`src/hdl/assert_macros.svh`:
```
// Assertion macros shared by the sorted priority queue RTL.
// Each macro expects the signals aclk and aresetn in the scope that uses it.
`ifndef ASSERT_MACROS_SVH
`define ASSERT_MACROS_SVH

// Checks a property on every rising clock edge outside of reset.
`define SPQ_ASSERT(label, prop, msg) \
    label: assert property (@(posedge aclk) disable iff (!aresetn) (prop)) \
        else $error(msg);

// Checks that an antecedent implies a consequent on the next cycle.
`define SPQ_ASSERT_NEXT(label, ante, cons, msg) \
    label: assert property (@(posedge aclk) disable iff (!aresetn) (ante) |=> (cons)) \
        else $error(msg);

`endif

```
`src/hdl/spq_pkg.sv`:
```
// Shared types and codes for the sorted insert priority queue.
// Used by spq_cell and sorted_insert_priority_queue; depends on nothing.
package spq_pkg;

    // Request kinds carried on the input word's tuser.
    typedef enum logic {
        REQ_ENQUEUE = 1'b0,
        REQ_DEQUEUE = 1'b1
    } req_t;

    // Outcome codes carried on the result word's tuser.
    typedef enum logic [1:0] {
        STATUS_OK        = 2'd0,
        STATUS_FULL      = 2'd1,
        STATUS_EMPTY     = 2'd2
    } status_t;

    // Fixed field widths of the stream words.
    localparam int FIELD_PRIO_W  = 8;
    localparam int FIELD_CHAR_W  = 8;
    localparam int FIELD_COUNT_W = 5;

    // Operation broadcast to every cell of the row.
    typedef struct packed {
        logic enq;
        logic deq;
    } cell_ctrl_t;

endpackage

```
`src/hdl/spq_cell.sv`:
```
// One cell of the sorted register row: holds a single (priority, character) entry.
// Depends on spq_pkg for the control struct and field widths.
module spq_cell #(
    parameter int PRIO_W = 8
) (
    input  logic                              aclk,
    input  spq_pkg::cell_ctrl_t               ctrl,
    input  logic                              occupied,
    input  logic                              prev_stay,
    input  logic [PRIO_W-1:0]                 new_prio,
    input  logic [spq_pkg::FIELD_CHAR_W-1:0]  new_chr,
    input  logic [PRIO_W-1:0]                 prev_prio,
    input  logic [spq_pkg::FIELD_CHAR_W-1:0]  prev_chr,
    input  logic [PRIO_W-1:0]                 next_prio,
    input  logic [spq_pkg::FIELD_CHAR_W-1:0]  next_chr,
    output logic                              stay,
    output logic [PRIO_W-1:0]                 prio,
    output logic [spq_pkg::FIELD_CHAR_W-1:0]  chr
);

    logic [PRIO_W-1:0]                prio_reg;
    logic [PRIO_W-1:0]                prio_next;
    logic [spq_pkg::FIELD_CHAR_W-1:0] chr_reg;
    logic [spq_pkg::FIELD_CHAR_W-1:0] chr_next;

    // An occupied entry at or below the new priority keeps its place.
    assign stay = occupied && (prio_reg <= new_prio);

    // Insert takes the new entry at the boundary and shifts the rest toward the tail;
    // removal shifts every entry one cell toward the head.
    always_comb begin
        prio_next = prio_reg;
        chr_next  = chr_reg;
        if (ctrl.enq && !stay) begin
            if (prev_stay) begin
                prio_next = new_prio;
                chr_next  = new_chr;
            end else begin
                prio_next = prev_prio;
                chr_next  = prev_chr;
            end
        end else if (ctrl.deq) begin
            prio_next = next_prio;
            chr_next  = next_chr;
        end
    end

    // Entry payload needs no reset: only occupied cells are ever read.
    always_ff @(posedge aclk) begin
        prio_reg <= prio_next;
        chr_reg  <= chr_next;
    end

    assign prio = prio_reg;
    assign chr  = chr_reg;

endmodule

```
`src/hdl/sorted_insert_priority_queue.sv`:
```
// Top level of the sorted insert priority queue: a row of spq_cell entries kept in order.
// Depends on spq_pkg, spq_cell and assert_macros.svh.
//
//  Channel  Ports          Payload
//  input    s_axis_*       tuser: req_type; tdata: in_prio, in_char
//  result   m_axis_*       tuser: status; tdata: out_prio, out_char, entry_count,
//                          is_empty, is_full
//
// For every request, all cells compare against the new priority and
// shift in parallel, so one word is accepted per cycle while the result register
// is free or being emptied. Each accepted word gives its result on the next cycle.
// Reset clears the occupancy count and the result valid flag.
// A stalled result holds the input back only until it is taken.
`include "assert_macros.svh"

module sorted_insert_priority_queue #(
    parameter int DEPTH     = 16,
    parameter int PRIO_BITS = 8
) (
    input  logic        aclk,
    input  logic        aresetn,
    input  logic        s_axis_tvalid,
    output logic        s_axis_tready,
    input  logic [15:0] s_axis_tdata,   // [7:0] in_prio, [15:8] in_char
    input  logic        s_axis_tuser,   // [0] req_type
    output logic        m_axis_tvalid,
    input  logic        m_axis_tready,
    output logic [23:0] m_axis_tdata,   // [7:0] out_prio, [15:8] out_char,
                                        // [20:16] entry_count, [21] is_empty,
                                        // [22] is_full, [23] zero
    output logic [1:0]  m_axis_tuser    // [1:0] status
);

    localparam int PRIO_W  = (PRIO_BITS < spq_pkg::FIELD_PRIO_W) ? PRIO_BITS
                                                                  : spq_pkg::FIELD_PRIO_W;
    localparam int COUNT_W = $clog2(DEPTH + 1);
    localparam int CHAR_W  = spq_pkg::FIELD_CHAR_W;

    logic                           s_fire;
    spq_pkg::req_t                  req;
    logic [PRIO_W-1:0]              new_prio;
    logic [CHAR_W-1:0]              new_chr;
    logic                           enq_ok;
    logic                           deq_ok;
    spq_pkg::cell_ctrl_t            ctrl;

    logic [COUNT_W-1:0]             count_reg;
    logic [COUNT_W-1:0]             count_next;

    logic                           m_valid_reg;
    spq_pkg::status_t               status_reg;
    spq_pkg::status_t               status_next;
    logic [PRIO_W-1:0]              oprio_reg;
    logic [CHAR_W-1:0]              ochar_reg;
    logic [COUNT_W-1:0]             ocount_reg;

    logic [DEPTH-1:0]               stay;
    logic [PRIO_W-1:0]              cell_prio [DEPTH];
    logic [CHAR_W-1:0]              cell_chr  [DEPTH];

    // Input handshake and field unpacking.
    assign s_axis_tready = !m_valid_reg || m_axis_tready;
    assign s_fire        = s_axis_tvalid && s_axis_tready;
    assign req           = spq_pkg::req_t'(s_axis_tuser);
    assign new_prio      = s_axis_tdata[PRIO_W-1:0];
    assign new_chr       = s_axis_tdata[spq_pkg::FIELD_PRIO_W +: CHAR_W];

    // Decide whether the request changes the row.
    assign enq_ok   = (req == spq_pkg::REQ_ENQUEUE) && (count_reg < COUNT_W'(DEPTH));
    assign deq_ok   = (req == spq_pkg::REQ_DEQUEUE) && (count_reg != '0);
    assign ctrl.enq = s_fire && enq_ok;
    assign ctrl.deq = s_fire && deq_ok;

    always_comb begin
        count_next  = count_reg;
        status_next = spq_pkg::STATUS_OK;
        if (ctrl.enq) begin
            count_next = count_reg + 1'b1;
        end else if (ctrl.deq) begin
            count_next = count_reg - 1'b1;
        end
        if (req == spq_pkg::REQ_ENQUEUE && !enq_ok) begin
            status_next = spq_pkg::STATUS_FULL;
        end else if (req == spq_pkg::REQ_DEQUEUE && !deq_ok) begin
            status_next = spq_pkg::STATUS_EMPTY;
        end
    end

    // The row of cells, head at index zero.
    for (genvar i = 0; i < DEPTH; i++) begin : g_cell
        logic              occupied;
        logic              prev_stay;
        logic [PRIO_W-1:0] prev_prio;
        logic [CHAR_W-1:0] prev_chr;
        logic [PRIO_W-1:0] next_prio;
        logic [CHAR_W-1:0] next_chr;

        assign occupied = count_reg > COUNT_W'(i);

        if (i == 0) begin : g_head
            assign prev_stay = 1'b1;
            assign prev_prio = new_prio;
            assign prev_chr  = new_chr;
        end else begin : g_body
            assign prev_stay = stay[i-1];
            assign prev_prio = cell_prio[i-1];
            assign prev_chr  = cell_chr[i-1];
        end

        if (i == DEPTH - 1) begin : g_last
            assign next_prio = cell_prio[i];
            assign next_chr  = cell_chr[i];
        end else begin : g_inner
            assign next_prio = cell_prio[i+1];
            assign next_chr  = cell_chr[i+1];
        end

        spq_cell #(
            .PRIO_W (PRIO_W)
        ) u_cell (
            .aclk      (aclk),
            .ctrl      (ctrl),
            .occupied  (occupied),
            .prev_stay (prev_stay),
            .new_prio  (new_prio),
            .new_chr   (new_chr),
            .prev_prio (prev_prio),
            .prev_chr  (prev_chr),
            .next_prio (next_prio),
            .next_chr  (next_chr),
            .stay      (stay[i]),
            .prio      (cell_prio[i]),
            .chr       (cell_chr[i])
        );
    end

    // Occupancy count and result valid flag.
    always_ff @(posedge aclk) begin
        if (!aresetn) begin
            count_reg   <= '0;
            m_valid_reg <= 1'b0;
        end else begin
            count_reg <= count_next;
            if (s_fire) begin
                m_valid_reg <= 1'b1;
            end else if (m_axis_tready) begin
                m_valid_reg <= 1'b0;
            end
        end
    end

    // Result word payload, loaded on every accepted request.
    always_ff @(posedge aclk) begin
        if (s_fire) begin
            status_reg <= status_next;
            ocount_reg <= count_next;
            oprio_reg  <= ctrl.deq ? cell_prio[0] : '0;
            ochar_reg  <= ctrl.deq ? cell_chr[0] : '0;
        end
    end

    // Result word packing.
    assign m_axis_tvalid       = m_valid_reg;
    assign m_axis_tuser        = status_reg;
    assign m_axis_tdata[7:0]   = spq_pkg::FIELD_PRIO_W'(oprio_reg);
    assign m_axis_tdata[15:8]  = ochar_reg;
    assign m_axis_tdata[20:16] = spq_pkg::FIELD_COUNT_W'(ocount_reg);
    assign m_axis_tdata[21]    = (ocount_reg == '0);
    assign m_axis_tdata[22]    = (ocount_reg == COUNT_W'(DEPTH));
    assign m_axis_tdata[23]    = 1'b0;

    // The occupancy never goes beyond the number of cells.
    `SPQ_ASSERT(a_count_bound, count_reg <= COUNT_W'(DEPTH), "occupancy above depth")
    // An accepted insert grows the occupancy by exactly one.
    `SPQ_ASSERT_NEXT(a_enq_count, ctrl.enq, count_reg == $past(count_reg) + 1'b1,
        "insert did not grow occupancy")
    // Every accepted request leaves a result pending on the next cycle.
    `SPQ_ASSERT_NEXT(a_result_follows, s_fire, m_valid_reg, "accepted request gave no result")
    // The two cells nearest the head stay in priority order.
    `SPQ_ASSERT(a_head_sorted, (count_reg < 2) || (cell_prio[0] <= cell_prio[1]),
        "head cells out of order")

endmodule
```
`config.mk`:
```
export PLATFORM = sky130hd
export DESIGN_NAME = sorted_insert_priority_queue
export DESIGN_NICKNAME = d
export VERILOG_FILES = /design/src/hdl/spq_pkg.sv /design/src/hdl/spq_cell.sv /design/src/hdl/sorted_insert_priority_queue.sv
export VERILOG_INCLUDE_DIRS = /design/src /design/src/hdl
export SDC_FILE = /design/constraint.sdc
export NUM_CORES = 1
export LEC_CHECK = 0
export ABC_CLOCK_PERIOD_IN_PS = 5600
export BUFFER_PORTS_ARGS = -buffer_cell sky130_fd_sc_hd__buf_2
export CAP_MARGIN = 20
export CORE_ASPECT_RATIO = 1.75
export CORE_MARGIN = 2
export CORE_UTILIZATION = 41
export CTS_BUF_LIST = sky130_fd_sc_hd__clkbuf_4
export CTS_CLUSTER_SIZE = 14
export DETAILED_ROUTE_END_ITERATION = 16
export GPL_TIMING_DRIVEN = 0
export PLACE_DENSITY = 0.57
export REMOVE_ABC_BUFFERS = 1
export SLEW_MARGIN = 20
export SYNTH_ARGS = -nofsm -noshare
export SYNTH_HDL_FRONTEND = slang
export SYNTH_SLANG_ARGS = --single-unit
export TNS_END_PERCENT = 100
```
`constraint.sdc`:
```
create_clock -name aclk -period 5.6 [get_ports aclk]
set_input_delay 0.84 -clock aclk [delete_from_list [all_inputs] [get_ports aclk]]
set_output_delay 0.84 -clock aclk [all_outputs]
set_load 0.01 [all_outputs]
```
==> flow_metrics.py <==
metrics = {
    "outcome": {
        "outcome": "completed",
    },
    "clocking": {
        "post_cts_buffers": 0,
        "cts_tree": "done",
        "cts_root_buffer": "clkbuf_4",
        "h-tree-depth": 3,
        "hold_buffers": 0,
        "numCtsBuffers": 72,
        "cts.path.max_buffers": 3,
        "clkTransAtPathRegs_ns": 0.07,
        "cts_resized": 0,
        "clkSinkCount": 285,
        "clk_latency_ns": 0.79,
    },
    "synthesis": {
        "synth.top_cells.by_area": "edfxtp_1, mux2i_1, ha_1, o21ai_0, a21oi_1",
        "syn_area_per_cell_um2": 11.2,
        "syn_inst": 1545,
        "synth_flop_cell": "edfxtp_1",
        "yosysWarningCount": 0,
        "ys_types": 60,
        "synth_commonest_cells": "edfxtp_1, mux2i_1, o21ai_0",
        "synthArstFlopShare": 0,
        "synth-edff-count": 279,
        "synth_top_area_cell": "edfxtp_1",
        "yosysTopAreaCellShare": 0.482,
        "ys_seq_area_frac": 0.489,
        "netlist_area_um2": 17400,
        "synth_seq_cells": 285,
        "synth_most_common_cell": "edfxtp_1",
    },
    "timing": {
        "hold_violations": 0,
        "setup_viol": 0,
        "max-slew-margin-rel": 0.266,
        "grt_setup_unrepaired": "false",
        "clock_skew_ns": 0.0628,
        "finalCritPeriodShare": 0.870,
        "max_freq_mhz": 205,
        "worst_slew_pin_slew_ns": 1.10,
        "setup_tns_ns": 0,
        "maxSlewViolCount": 0,
        "layout_min_cycle_time_ns": 4.87,
    },
    "global_routing": {
        "grt_pass1_wl_um": 74200,
        "antenna_found_initial": 1,
        "track_usage": 0.218,
        "grt_max_degree": 34,
        "grt_overflow": 0,
        "first_global_vias": 12900,
    },
    "detailed_routing": {
        "wirelength_met1_um": 17800,
        "firstDrtPassIters": 5,
        "routedWlPerCell_um": 21.7,
        "vias": 12300,
        "top_layer_used": "met4",
        "wl_met2_um": 26600,
        "route.detailed.drc": 0,
        "drt-vias-per-instance": 5.58,
        "ant_nets": 0,
        "wl_met3_um": 1550,
        "wirelength_um": 48000,
        "drt_iter0_markers": 601,
    },
    "power": {
        "pwr-share-seq": 0.428,
        "leakage_nw": 7.30,
        "ir_worst_vdd_mv": 0.141,
        "p_int_mw": 5.20,
        "clockPowerShare": 0.225,
        "p_comb_frac": 0.347,
        "p_sw_frac": 0.363,
        "p_sw_mw": 2.96,
        "cellPowerDensity_nw_per_um2": 421,
    },
    "finish": {
        "area_growth_syn_to_layout_pct": 11.4,
        "final_cells": 2211,
        "layout-drive-gt1-share": 0.176,
        "fin_nets": 1753,
    },
    "setup_path": {
        "rr_endpoint": "g_cell[11].u_cell.prio[2]",
        "reg2reg_depth": 6,
        "crit_arrival_ns": 5.15,
        "cp.required_ns": 5.87,
        "crit_start": "s_axis_tdata[5]",
        "start_kind": "input port",
        "path_max_fanout": 17,
        "rrSetupSlack_ns": 1.55,
        "path_class": "input port to flop",
        "endpoint_kind": "flop",
        "crit_end": "g_cell[11].u_cell.prio[2]",
        "r2r-start": "count_reg[0]",
    },
    "die": {
        "chipHeight_um": 276,
        "core_um2": 41700,
        "die_area_um2": 44100,
        "io_pins": 49,
        "rows": 99,
        "die_x_um": 160,
        "initial_core_util": 0.416,
    },
    "placement": {
        "dp.cells": 2080,
        "place_congestion": 0.845,
        "numPortBuffers": 47,
        "dp_hpwl_um": 34000,
    },
    "run": {
        "cap_violations": 0,
    },
    "worst_hold_path": {
        "hold_class": "input port to flop",
    },
}
## cell families after synthesis
logic type | count (synthesis) | share of synthesized area
compound gates | 370 | 0.117
xor+xnor | 4 | 0.00202
fa+ha+maj | 133 | 0.0958
buf+inv | 123 | 0.0337
flops | 285 | 0.489
mux | 270 | 0.163
other cells | 1 | 0.000216
simple gates | 359 | 0.0981
## worst max-delay path, stage by stage
cell	delay, ns
buf_2	0.43
inv_1	0.63
ha_1	0.54
nand2_1	0.08
nor2_1	0.10
nand2_1	0.06
a222oi_1	0.68
nand2b_1	0.91
nand2_1	0.85
## metrics by stage
| stage | hold slack (ns) | setup slack [ns] | utilization | area [um2] | power [mW] |
|---|---|---|---|---|---|
| 6_report | 0.342 | 0.728 | 0.464 | 19300 | 8.15 |
| 5_1_grt | 0.311 | 0.565 | 0.464 | 19300 | 8.67 |
| 4_1_cts | 0.290 | 0.759 | 0.463 | 19300 | 8.23 |
| 3_3_place_gp | 0.531 | -2.90 | 0.427 | 17800 | 6.14 |
| 2_1_floorplan | 0.516 | 0.490 | - | 16900 | 5.30 |
| 3_5_place_dp | 0.544 | -0.0661 | 0.441 | 18400 | 6.38 |
## cell type report
type	count	area (um2)
diodes	1	2.50
clock buffers	107	803
clock inverters	23	121
fillers	3919	22400
inverters	29	109
multi-input cells	1137	8500
flip-flops and latches	285	8500
well taps	555	694
repair buffers	74	618
## worst min path at each step
stage	startpoint	cells after the start	slack [ns]	end
floorplan	g_cell[10].u_cell.chr[7]	2	0.52	g_cell[9].u_cell.chr[7]
global placement	g_cell[14].u_cell.chr[0]	2	0.53	g_cell[13].u_cell.chr[0]
detailed placement	g_cell[14].u_cell.chr[7]	2	0.54	g_cell[13].u_cell.chr[7]
CTS	aresetn	2	0.29	count_reg[2]
global route	aresetn	2	0.31	count_reg[2]
finish	aresetn	2	0.34	count_reg[3]
## cell usage in the layout (no fill, tap or decap), types with 16 or more instances in the layout
cell      synthesis  routed
nand4_1          16      16
mux2i_1         210     210
ha_1            133     133
edfxtp_1        279     279
a21oi_1         138     136
nand2_1         153     153
buf_2            24      51
and2_1           23      23
nor2_1           90      90
o21ai_0         163     160
mux2_2           44      44
clkbuf_4          0     107
nor2b_1          18      18
mux2_4           16      16
inv_1            29      28
clkinv_1          0      18
## metal layers
layer,GRT usage,vias to the layer above
met5,0,-
met4,0.103,0
met2,0.423,271
met3,0.0344,120
met1,0.226,6029
li1,-,5911
## power by group through the flow
stage	clock [mW]	combinational, mW	sequential (mW)
final	1.83	2.83	3.49
after global routing	1.99	3.14	3.55
after CTS	1.89	2.85	3.49
after detailed placement	0	2.85	3.53
after global placement	0	2.60	3.53
after floorplan	0	1.93	3.37
Note: power is estimated with default switching activity, not from simulation.
